===== config.mk =====
export PLATFORM = sky130hd
export DESIGN_NAME = line_rasterizer_pixel_address
export DESIGN_NICKNAME = d
export VERILOG_FILES = /design/src/rtl/lrpa_pkg.sv /design/src/rtl/lrpa_front.sv /design/src/rtl/lrpa_queue.sv /design/src/rtl/lrpa_back.sv /design/src/rtl/line_rasterizer_pixel_address.sv
export VERILOG_INCLUDE_DIRS = /design/src /design/src/rtl
export SDC_FILE = /design/constraint.sdc
export NUM_CORES = 1
export LEC_CHECK = 0
export ABC_AREA = 1
export BUFFER_PORTS_ARGS = -buffer_cell sky130_fd_sc_hd__buf_2
export CAP_MARGIN = 15
export CORE_MARGIN = 3
export CORE_UTILIZATION = 58
export CTS_BUF_LIST = sky130_fd_sc_hd__clkbuf_2
export CTS_CLUSTER_SIZE = 12
export DETAILED_ROUTE_END_ITERATION = 6
export PLACE_DENSITY_LB_ADDON = 0.05
export SYNTH_ARGS = -nofsm -noshare
export SYNTH_HDL_FRONTEND = slang
export SYNTH_SLANG_ARGS = --single-unit

===== constraint.sdc =====
create_clock -name aclk -period 5.7 [get_ports aclk]
set_input_delay 0.855 -clock aclk [delete_from_list [all_inputs] [get_ports aclk]]
set_output_delay 0.855 -clock aclk [all_outputs]
set_load 0.005 [all_outputs]

===== src/rtl/assert_macros.svh =====
// Assertion macros used by the line rasterizer back end.
`ifndef ASSERT_MACROS_SVH
`define ASSERT_MACROS_SVH

// Property that must hold at every clock edge outside reset.
`define ASSERT_ALWAYS(lbl, clk, rst_n, prop) \
    lbl: assert property (@(posedge clk) disable iff (!rst_n) (prop)) \
        else $error("assertion failed: lbl");

// Implication from a trigger to a consequence on the next clock edge.
`define ASSERT_NEXT(lbl, clk, rst_n, trig, cons) \
    lbl: assert property (@(posedge clk) disable iff (!rst_n) (trig) |=> (cons)) \
        else $error("assertion failed: lbl");

`endif


===== src/rtl/lrpa_pkg.sv =====
// Shared types and constants for the line rasterizer.
package lrpa_pkg;

    localparam int COORD_W = 6;
    localparam int ADDR_W  = 17;
    localparam int SCAN_W  = 11;
    localparam int REM_W   = 7;

    localparam int CFG_DATA_W = 16;
    localparam int CFG_IDX_W  = 3;

    // Configuration register indexes
    localparam logic [CFG_IDX_W-1:0] CFG_IMAGE_WIDTH     = 3'd0;
    localparam logic [CFG_IDX_W-1:0] CFG_IMAGE_HEIGHT    = 3'd1;
    localparam logic [CFG_IDX_W-1:0] CFG_BYTES_PER_PIXEL = 3'd2;
    localparam logic [CFG_IDX_W-1:0] CFG_ROW_PADDING     = 3'd3;
    localparam logic [CFG_IDX_W-1:0] CFG_DATA_OFFSET     = 3'd4;

    // Reset values
    localparam logic [6:0]  RST_IMAGE_WIDTH  = 7'd64;
    localparam logic [6:0]  RST_IMAGE_HEIGHT = 7'd64;
    localparam logic [2:0]  RST_BPP          = 3'd3;
    localparam logic [1:0]  RST_ROW_PADDING  = 2'd0;
    localparam logic [15:0] RST_DATA_OFFSET  = 16'd54;
    localparam logic [SCAN_W-1:0] RST_SCAN   = 11'd192;

    // Line queue between front and back
    localparam int QUEUE_DEPTH = 2;

    // One classified line, walked along its major axis
    typedef struct packed {
        logic               x_major;
        logic               minor_down;
        logic [COORD_W-1:0] a0;
        logic [COORD_W-1:0] b0;
        logic [COORD_W-1:0] dmaj;
        logic [COORD_W-1:0] dmin;
    } line_desc_t;

    // Geometry settings seen by the back end
    typedef struct packed {
        logic [SCAN_W-1:0] scan;
        logic [2:0]        bpp;
        logic [6:0]        height;
        logic [15:0]       offset;
    } geom_cfg_t;

    // One emitted pixel
    typedef struct packed {
        logic [COORD_W-1:0] point_x;
        logic [COORD_W-1:0] point_y;
        logic [COORD_W-1:0] top_row;
        logic [ADDR_W-1:0]  byte_address;
        logic               last_point;
    } point_t;

endpackage


===== src/rtl/lrpa_front.sv =====
// Front end: takes line endpoints and classifies them into a walk descriptor.
module lrpa_front (
    input  logic [lrpa_pkg::COORD_W-1:0] start_x,
    input  logic [lrpa_pkg::COORD_W-1:0] start_y,
    input  logic [lrpa_pkg::COORD_W-1:0] end_x,
    input  logic [lrpa_pkg::COORD_W-1:0] end_y,
    output lrpa_pkg::line_desc_t         desc
);
    import lrpa_pkg::*;

    logic [COORD_W-1:0] dx, dy;
    logic               x_major;
    logic [COORD_W-1:0] a0, b0, a1, b1;

    // absolute differences, x wins ties
    assign dx      = (end_x >= start_x) ? end_x - start_x : start_x - end_x;
    assign dy      = (end_y >= start_y) ? end_y - start_y : start_y - end_y;
    assign x_major = (dx >= dy);

    // order endpoints so the walk runs up the major axis
    always_comb begin
        a0 = x_major ? start_x : start_y;
        b0 = x_major ? start_y : start_x;
        a1 = x_major ? end_x   : end_y;
        b1 = x_major ? end_y   : end_x;
        if (a0 > a1) begin
            a0 = x_major ? end_x   : end_y;
            b0 = x_major ? end_y   : end_x;
            a1 = x_major ? start_x : start_y;
            b1 = x_major ? start_y : start_x;
        end
    end

    assign desc.x_major    = x_major;
    assign desc.minor_down = (b0 > b1);
    assign desc.a0         = a0;
    assign desc.b0         = b0;
    assign desc.dmaj       = x_major ? dx : dy;
    assign desc.dmin       = x_major ? dy : dx;

endmodule


===== src/rtl/lrpa_queue.sv =====
// Short queue of line descriptors between front and back.
module lrpa_queue (
    input  logic                 aclk,
    input  logic                 aresetn,
    input  logic                 push,
    input  lrpa_pkg::line_desc_t push_data,
    output logic                 full,
    input  logic                 pop,
    output logic                 not_empty,
    output lrpa_pkg::line_desc_t pop_data
);
    import lrpa_pkg::*;

    localparam int PTR_W = (QUEUE_DEPTH > 1) ? $clog2(QUEUE_DEPTH) : 1;
    localparam int CNT_W = $clog2(QUEUE_DEPTH + 1);
    localparam logic [CNT_W-1:0] DEPTH_C = CNT_W'(QUEUE_DEPTH);
    localparam logic [PTR_W-1:0] LAST_P  = PTR_W'(QUEUE_DEPTH - 1);

    line_desc_t       mem [QUEUE_DEPTH];
    logic [PTR_W-1:0] wr_ptr_reg, rd_ptr_reg;
    logic [CNT_W-1:0] count_reg;

    assign full      = (count_reg == DEPTH_C);
    assign not_empty = (count_reg != '0);
    assign pop_data  = mem[rd_ptr_reg];

    // storage
    always_ff @(posedge aclk) begin
        if (push) begin
            mem[wr_ptr_reg] <= push_data;
        end
    end

    // pointers and fill count
    always_ff @(posedge aclk) begin
        if (!aresetn) begin
            wr_ptr_reg <= '0;
            rd_ptr_reg <= '0;
            count_reg  <= '0;
        end else begin
            if (push) begin
                wr_ptr_reg <= (wr_ptr_reg == LAST_P) ? '0 : wr_ptr_reg + 1'b1;
            end
            if (pop) begin
                rd_ptr_reg <= (rd_ptr_reg == LAST_P) ? '0 : rd_ptr_reg + 1'b1;
            end
            if (push && !pop) begin
                count_reg <= count_reg + 1'b1;
            end else if (pop && !push) begin
                count_reg <= count_reg - 1'b1;
            end
        end
    end

endmodule


===== src/rtl/lrpa_back.sv =====
// Back end: walks one line a pixel per cycle when not stalled and registers each pixel item.
`include "assert_macros.svh"

module lrpa_back #(
    parameter int MAX_SIDE = 64
) (
    input  logic                 aclk,
    input  logic                 aresetn,
    input  lrpa_pkg::geom_cfg_t  cfg,
    input  logic                 q_not_empty,
    input  lrpa_pkg::line_desc_t q_data,
    output logic                 q_pop,
    output logic                 m_valid,
    input  logic                 m_ready,
    output lrpa_pkg::point_t     m_point
);
    import lrpa_pkg::*;

    localparam logic [COORD_W-1:0] CAP = COORD_W'(MAX_SIDE - 1);

    line_desc_t         desc_reg;
    logic               busy_reg, busy_next;
    logic [COORD_W-1:0] step_reg, step_next;
    logic [COORD_W-1:0] shift_reg, shift_next;
    logic [REM_W-1:0]   rem_reg, rem_next;
    logic               valid_reg, valid_next;
    point_t             point_reg;

    logic               out_free, emit, is_last, wrap;
    logic [COORD_W-1:0] major, minor, cur_x, cur_y;
    logic [REM_W-1:0]   rem_sum;
    point_t             point_now;

    // current pixel of the walk
    assign out_free = !valid_reg || m_ready;
    assign emit     = busy_reg && out_free;
    assign q_pop    = !busy_reg && q_not_empty;
    assign major    = desc_reg.a0 + step_reg;
    assign minor    = desc_reg.minor_down ? desc_reg.b0 - shift_reg
                                          : desc_reg.b0 + shift_reg;
    assign cur_x    = desc_reg.x_major ? major : minor;
    assign cur_y    = desc_reg.x_major ? minor : major;
    assign is_last  = (step_reg == desc_reg.dmaj) || (step_reg == CAP);

    // running remainder of step*dmin/dmaj, at most one carry per step
    assign rem_sum = rem_reg + {1'b0, desc_reg.dmin};
    assign wrap    = (rem_sum >= {1'b0, desc_reg.dmaj});

    // pixel fields and byte address
    always_comb begin
        point_now.point_x      = cur_x;
        point_now.point_y      = cur_y;
        point_now.top_row      = COORD_W'(cfg.height - 7'd1 - {1'b0, cur_y});
        point_now.byte_address = ADDR_W'(cfg.offset)
                               + ADDR_W'(cur_y) * ADDR_W'(cfg.scan)
                               + ADDR_W'(cur_x) * ADDR_W'(cfg.bpp);
        point_now.last_point   = is_last;
    end

    // walk control
    always_comb begin
        busy_next  = busy_reg;
        step_next  = step_reg;
        shift_next = shift_reg;
        rem_next   = rem_reg;
        valid_next = valid_reg;
        if (m_ready) begin
            valid_next = 1'b0;
        end
        if (q_pop) begin
            busy_next  = 1'b1;
            step_next  = '0;
            shift_next = '0;
            rem_next   = '0;
        end else if (emit) begin
            valid_next = 1'b1;
            busy_next  = !is_last;
            step_next  = step_reg + 1'b1;
            shift_next = shift_reg + COORD_W'(wrap);
            rem_next   = wrap ? rem_sum - {1'b0, desc_reg.dmaj} : rem_sum;
        end
    end

    always_ff @(posedge aclk) begin
        if (!aresetn) begin
            busy_reg  <= 1'b0;
            valid_reg <= 1'b0;
        end else begin
            busy_reg  <= busy_next;
            valid_reg <= valid_next;
        end
    end

    // payload, no reset
    always_ff @(posedge aclk) begin
        step_reg  <= step_next;
        shift_reg <= shift_next;
        rem_reg   <= rem_next;
        if (q_pop) begin
            desc_reg <= q_data;
        end
        if (emit) begin
            point_reg <= point_now;
        end
    end

    assign m_valid = valid_reg;
    assign m_point = point_reg;

    `ASSERT_NEXT(a_step_advances, aclk, aresetn, emit && !is_last,
                 busy_reg && step_reg == $past(step_reg) + 1'b1)
    `ASSERT_NEXT(a_last_ends_walk, aclk, aresetn, emit && is_last, !busy_reg)
    `ASSERT_ALWAYS(a_rem_bounded, aclk, aresetn,
                   !busy_reg || desc_reg.dmaj == '0 || rem_reg < REM_W'(desc_reg.dmaj))
    `ASSERT_ALWAYS(a_shift_bounded, aclk, aresetn,
                   !busy_reg || shift_reg <= desc_reg.dmin)

endmodule


===== src/rtl/line_rasterizer_pixel_address.sv =====
// Line rasterizer top level: takes a segment, emits every pixel with its bitmap byte address.
//
// Each input item is a line segment; the block emits one result item per pixel, walking
// from the endpoint with the smaller major coordinate to the other, with tlast on the final
// pixel. A line of major difference d yields min(d+1, MAX_SIDE) pixels at one pixel per
// cycle from the back-end walker while the output is not stalled; it loads the next line
// from the two-entry queue only after it has finished the current one. The front
// end keeps accepting lines while the queue has room. Configuration writes are registered,
// the derived scan length once more, and should be made only while no line is in flight.
module line_rasterizer_pixel_address #(
    parameter int MAX_SIDE = 64
) (
    input  logic        aclk,
    input  logic        aresetn,
    // configuration
    input  logic        cfg_wr_en,
    input  logic [2:0]  cfg_addr,
    input  logic [15:0] cfg_wdata,
    // line input
    input  logic        s_tvalid,
    output logic        s_tready,
    input  logic [23:0] s_tdata,  // start_x, start_y, end_x, end_y
    // pixel output
    output logic        m_tvalid,
    input  logic        m_tready,
    output logic [39:0] m_tdata,  // point_x, point_y, top_row, byte_address, zero fill
    output logic        m_tlast   // last_point
);
    import lrpa_pkg::*;

    logic [6:0]        width_reg, height_reg;
    logic [2:0]        bpp_reg;
    logic [1:0]        pad_reg;
    logic [15:0]       offset_reg;
    logic [SCAN_W-1:0] scan_reg, scan_next;

    geom_cfg_t  geom;
    line_desc_t front_desc, q_data;
    logic       q_full, q_not_empty, q_pop, push;
    point_t     point;

    // configuration registers
    always_ff @(posedge aclk) begin
        if (!aresetn) begin
            width_reg  <= RST_IMAGE_WIDTH;
            height_reg <= RST_IMAGE_HEIGHT;
            bpp_reg    <= RST_BPP;
            pad_reg    <= RST_ROW_PADDING;
            offset_reg <= RST_DATA_OFFSET;
        end else if (cfg_wr_en) begin
            unique case (cfg_addr)
                CFG_IMAGE_WIDTH:     width_reg  <= cfg_wdata[6:0];
                CFG_IMAGE_HEIGHT:    height_reg <= cfg_wdata[6:0];
                CFG_BYTES_PER_PIXEL: bpp_reg    <= cfg_wdata[2:0];
                CFG_ROW_PADDING:     pad_reg    <= cfg_wdata[1:0];
                CFG_DATA_OFFSET:     offset_reg <= cfg_wdata;
                default: ;
            endcase
        end
    end

    // bytes per scan line, registered ahead of the address multiply
    assign scan_next = SCAN_W'(width_reg) * SCAN_W'(bpp_reg) + SCAN_W'(pad_reg);

    always_ff @(posedge aclk) begin
        if (!aresetn) begin
            scan_reg <= RST_SCAN;
        end else begin
            scan_reg <= scan_next;
        end
    end

    assign geom.scan   = scan_reg;
    assign geom.bpp    = bpp_reg;
    assign geom.height = height_reg;
    assign geom.offset = offset_reg;

    // front end
    assign s_tready = !q_full;
    assign push     = s_tvalid && !q_full;

    lrpa_front u_front (
        .start_x (s_tdata[5:0]),
        .start_y (s_tdata[11:6]),
        .end_x   (s_tdata[17:12]),
        .end_y   (s_tdata[23:18]),
        .desc    (front_desc)
    );

    lrpa_queue u_queue (
        .aclk      (aclk),
        .aresetn   (aresetn),
        .push      (push),
        .push_data (front_desc),
        .full      (q_full),
        .pop       (q_pop),
        .not_empty (q_not_empty),
        .pop_data  (q_data)
    );

    // back end
    lrpa_back #(
        .MAX_SIDE (MAX_SIDE)
    ) u_back (
        .aclk        (aclk),
        .aresetn     (aresetn),
        .cfg         (geom),
        .q_not_empty (q_not_empty),
        .q_data      (q_data),
        .q_pop       (q_pop),
        .m_valid     (m_tvalid),
        .m_ready     (m_tready),
        .m_point     (point)
    );

    assign m_tdata = {5'b0, point.byte_address, point.top_row, point.point_y, point.point_x};
    assign m_tlast = point.last_point;

endmodule

# After elaboration in Yosys (flattened, before gate mapping)
# Memory sizes are Yosys's and may differ from the RTL's. A register that Yosys moved wholly into a read port is not among the register bits.
# Cells that the tools add are included.
# totals
out_inout_bits	43
memories	1
inputBits	48
ram_bits	52
register_bits	106
# mem_list
name	depth	word_bits	rd	rd_ports_with_merged_regs	write_ports	line	text
u_queue.mem	2	26	1	1	1	lrpa_queue.sv:19	line_desc_t mem [QUEUE_DEPTH];
# classes
multipliers	3
n_mux	26
n_reduce_logical	22
n_addsub	20
eq_ne	7
n_lt_le_gt_ge	6
# op_table
op	n
two-way mux 6 bit	14
subtractor 6 bit	6
greater-or-equal comparator 6 bit	3
adder 16 x 17 -> 17 bit	1
adder 17 x 9 -> 17 bit	1
multiplier 6 x 11 -> 17 bit	1
adder 6 bit	2
> comparator 6 bit	2
adder 10 x 2 -> 11 bit	1
multiplier 7 x 3 -> 10 bit	1
AND reduction 2 bit	5
multiplier 6 x 3 -> 9 bit	1
two-way mux 1 bit	9
adder 7 x 6 -> 7 bit	1
greater-or-equal comparator 7 x 6 -> 1 bit	1
two-way mux 7 bit	1
subtractor 7 x 6 -> 7 bit	1
adder 6 x 1 -> 6 bit	1
adder 6 x 1 -> 6 bit (second input constant)	1
== test 3 x 2 -> 1 bit (second input constant)	2
== test 6 bit	1
== test 6 bit (second input constant)	1
zero test 1 bit	6
nonzero test 2 bit	3
11 further kinds	18

# Longest topological paths before layout
# logic_depth
ltp_word	7
ltp_mapped	40

# Hierarchy
# A second synthesis with hierarchy kept.
# unflattened
cells_unflattened	1765
area_unflattened_um2	14622.8
# modules_own_cells
module	cells_each	seq_area_each_um2	instances	area_each_um2
lrpa_back	866	2282.2	1	7628.6
line_rasterizer_pixel_address	347	920.9	1	2447.3
lrpa_front	436	0.0	1	2338.5
lrpa_queue	116	1661.6	1	2208.4

# Worst setup path before layout
# No wires, ideal clock.
# synth_path
path_type	reg2reg
from	register u_back.shift_reg[0]
to	register u_back.point_reg (netlist bit u_back.m_point[13]), data pin
t_required_ns	5.435
arrival_ns	5.997
setup_slack_ns	-0.562
setup_time_ns	0.265
path_stages_with_launch	33
cell_sequence	dfxtp_1 inv_1 ha_1 inv_1 nor2_1 a21oi_1 xor2_1 inv_1 ha_1 nand2_1 o21ai_0 nor2_1 inv_1 nand2_1 nand3_2 nand2_4 inv_6 nor2_2 fa_1 inv_1 fa_1 fa_1 inv_1 fa_1 inv_1 fa_1 inv_1 ha_1 a21oi_1 nand3_1 a21boi_0 o21ai_0 xor2_1
# synth_lines
element	line	text
start: declaration	lrpa_back.sv:24	logic [COORD_W-1:0] shift_reg, shift_next;
start signal: assignment	lrpa_back.sv:97	shift_reg <= shift_next;
end signal: assignment	lrpa_back.sv:103	point_reg <= point_now;
end: declaration	lrpa_back.sv:27	point_t point_reg;

==> flow_summary_export.csv <==
group,metric,value,unit
die,floorplan.core_area,23600,um^2
global_routing,grt_pass1_wl,54.6,mm
worst_setup_path,cp_num_buf_inv,8,
placement,gp_congestion,0.916,
worst_setup_path,start_kind,"flop",
logic_synthesis,flip_flop_and_latch_count_after_synthesis,184,
worst_setup_path,max_stage_delay,0.52,ns
detailed_routing,drt_wl_total,33.4,mm
logic_synthesis,share_of_async_settable_or_async_resettable_flops_after_synthesis,0,%
worst_setup_path,crit_path_max_fanout,8,
logic_synthesis,synth_mux_area_share,0.143,%
detailed_routing,drt_drc_violations_left,0,
layout,finalInstanceArea,16400,um^2
logic_synthesis,synth_top_area_cell,"sky130_fd_sc_hd__edfxtp_1",
timing,timing.final.hold_violations,0,
logic_synthesis,synth.cell_area,14000,um^2
worst_setup_path,crit_path_frequent_cell,"sky130_fd_sc_hd__fa_1",
detailed_routing,drt-vias-per-instance,5.16,
logic_synthesis,post_synth_xor_area_fraction,3.01,%
logic_synthesis,synthCells,1673,
logic_synthesis,synth_seq_area_share,34.5,%
logic_synthesis,yosys_most_used_dff,"sky130_fd_sc_hd__edfxtp_1",
logic_synthesis,number_of_enable_type_register_cells_in_the_synthesized_netlist,114,
global_routing,grtUsageMet1,38.4,%
die,number_of_cell_rows,56,
logic_synthesis,synth_compound_gate_area_share,10.3,%
timing,setup_viol,11,
logic_synthesis,yosysWarningCount,0,
layout,num-nets-final,2139,
global_routing,grt_use_total,26.3,%
detailed_routing,drt.antenna.violating_nets,0,
run_status,failed_checks,"negative setup slack",
placement,portBuffers,85,
detailed_routing,number_of_design_rule_violations_left_by_the_first_detailed_router_iteration,792,
detailed_routing,drt_pass1_iterations,7,
logic_synthesis,synth_most_common_cell,"sky130_fd_sc_hd__nand2_1",
worst_setup_path,cp-end-kind,"flop",
timing,timing.final.ws_setup,-0.308,ns
timing,max_slew_margin,34.1,%
die,io-pin-count,91,
timing,achievable-frequency,166,MHz
logic_synthesis,ys_types,54,
placement,place_inst,2157,
layout,largest_reg_flops,52,
detailed_routing,vias,11400,
logic_synthesis,synthesis.area_per_instance,8.36,um^2
detailed_routing,routedWlPerCell,15.1,um
timing,clock_skew,0.0992,ns
logic_synthesis,ys_top_cells_by_area,"sky130_fd_sc_hd__edfxtp_1, sky130_fd_sc_hd__ha_1, sky130_fd_sc_hd__fa_1",
placement,dpl_cell_area,15600,um^2
layout,final_util,69.6,%
clock_network,clock_tree.root_cell,"sky130_fd_sc_hd__clkbuf_2",
logic_synthesis,synth_top_area_share,24.5,%
worst_setup_path,worst-r2r-setup-slack,-0.31,ns
die,initial_core_util,59.2,%
timing,number_of_max_slew_violations_in_the_final_report,0,
die,die_area,26000,um^2
timing,transition_time_at_the_pin_with_the_least_slew_margin,0.987,ns
global_routing,grt_start_max_net_pins,50,
logic_synthesis,synth_commonest_cells,"sky130_fd_sc_hd__nand2_1, sky130_fd_sc_hd__inv_1, sky130_fd_sc_hd__ha_1",
worst_setup_path,critical_path.slowest_cell,"sky130_fd_sc_hd__fa_1",
timing,whs,0.240,ns
worst_setup_path,timing.critical_path.max_delay_family,"adder cells",
layout,areaGrowthSynthToFinish,17.6,%
run_status,status,"finished with violations",
logic_synthesis,combinational_family_with_the_most_area_after_synthesis,"adder cells",
global_routing,use_met2,41.7,%
clock_network,cts_h_tree_depth,4,
layout,drive_above_1_share,22.1,%
logic_synthesis,synth_adder_area_share,23.6,%
clock_network,cts.clk_slew.worst_paths,0.36,ns
global_routing,grt_remaining_overflow,0,
layout,nFillCells,1904,
die,die-height,161,um
timing,setup_repair_after_global_routing_missed_its_margin,"yes",
placement,dp.final_hpwl,26.4,mm
clock_network,clkLatencyLatePin,0.80,ns
worst_setup_path,worst_ep_required_time,6.28,ns
global_routing,met3_usage,4.77,%
timing,timing.final.crit_period,6.01,ns
worst_setup_path,arr_time_crit_path,6.59,ns
clock_network,cts_buffer_depth,2,
logic_synthesis,yosys.area_share.simple,18.1,%
worst_setup_path,critPathKind,"flop to flop",
clock_network,cts_buffers,17,
job,max-cap-violations,0,
timing,period_share,105,%
global_routing,grt_pass1_vias,11100,
clock_network,number_of_hold_buffers_added_after_cts,0,
clock_network,cts_sinks,184,
global_routing,antenna_found_initial,1,
die,floorplan.die.width,161,um
global_routing,gr-max-usage-layer,"met2",
clock_network,cts_tree,"yes",
min_path,hold_path.class,"input port to flop",
layout,final_cell_count_no_fill,2209,
-- final timing paths --
kind | from | endpoint | depth (start not counted)
min | cfg_wdata[6] | width_reg[6] | 3
min reg2reg | pad_reg[1] | pad_reg[1] | 2
max reg2reg | u_back.shift_reg[0] | u_back.m_point[11] | 30
max | u_back.shift_reg[0] | u_back.m_point[11] | 30
-- per-stage QoR --
| stage | TNS, ns | setup WS, ns |
|---|---|---|
| detailed placement | -3.61 | -0.393 |
| global placement | -2.50 | -0.355 |
| floorplan | -0.0126 | -0.0126 |
| CTS | -1.88 | -0.231 |
| finish | -2.51 | -0.308 |
| global route | -5.56 | -0.566 |
-- cells in the final DEF, fill, tap and decap left out, drive strengths merged --
master    synthesis  routed
a211oi            2       2
a21boi            3       3
a21o              3       3
a21oi            84      84
a22oi             1       1
a2bb2oi           1       1
a31o              1       1
a31oi             8       8
buf              24     221
clkbuf           17      18
clkinv            3       7
clkinvlp          0       1
conb              1       5
dfxtp            70      70
diode             0       1
edfxtp          114     114
fa               82      82
ha              133     133
inv             317     326
mux2i             2       2
nand2           388     388
nand3            55      55
nand4            14      14
nor2            126     126
nor3             14      14
nor3b             2       2
nor4              2       2
o2111ai           3       3
o211ai            6       6
o21a              4       4
o21ai           133     133
o21bai            3       3
o31ai             1       1
o41ai             1       1
or2               7       7
xnor2            17      17
xor2             31      31
-- logic make-up after synthesis --
kind of cell | after synthesis
simple gates | 608
buf+inv | 361
compound gates | 254
fa+ha+maj | 215
flops | 184
xor+xnor | 48
mux | 2
other cells | 1
-- routing by layer --
layer	up-vias	routed length, um
met3	27	2180
met5	-	0
met2	325	14900
met1	5312	15900
li1	5738	-
met4	0	399
-- layout make-up --
class                      instances  area (um^2)  share of cell area [%]
antenna                            1         2.50                  0.0152
clock buffer                      18         90.1                   0.548
clock inverter                    14          153                   0.928
inverter                         320         1210                    7.37
multi-input combinational       1132         8260                    50.3
sequential                       184         4830                    29.4
tap                              319          399                    2.43
timing repair buffer             221         1490                    9.09
-- repair_timing --
| action | in CTS | in global routing |
|---|---|---|
| setup buffers | 10 | 9 |
| cloned | 0 | 0 |
| pin swaps | 31 | 33 |
| resized for setup | 47 | 62 |
| endpoints found under the setup margin | 12 | 13 |
-- worst min-delay path, delay by kind of cell --
kind	cells	cell delay [ns]
buffers and inverters	1	0.08
and+or+nand+nor	2	0.11
Power is left out: the tool's default activity adds up to more than one toggle a clock period on the data nets, which glitch-free logic cannot reach.
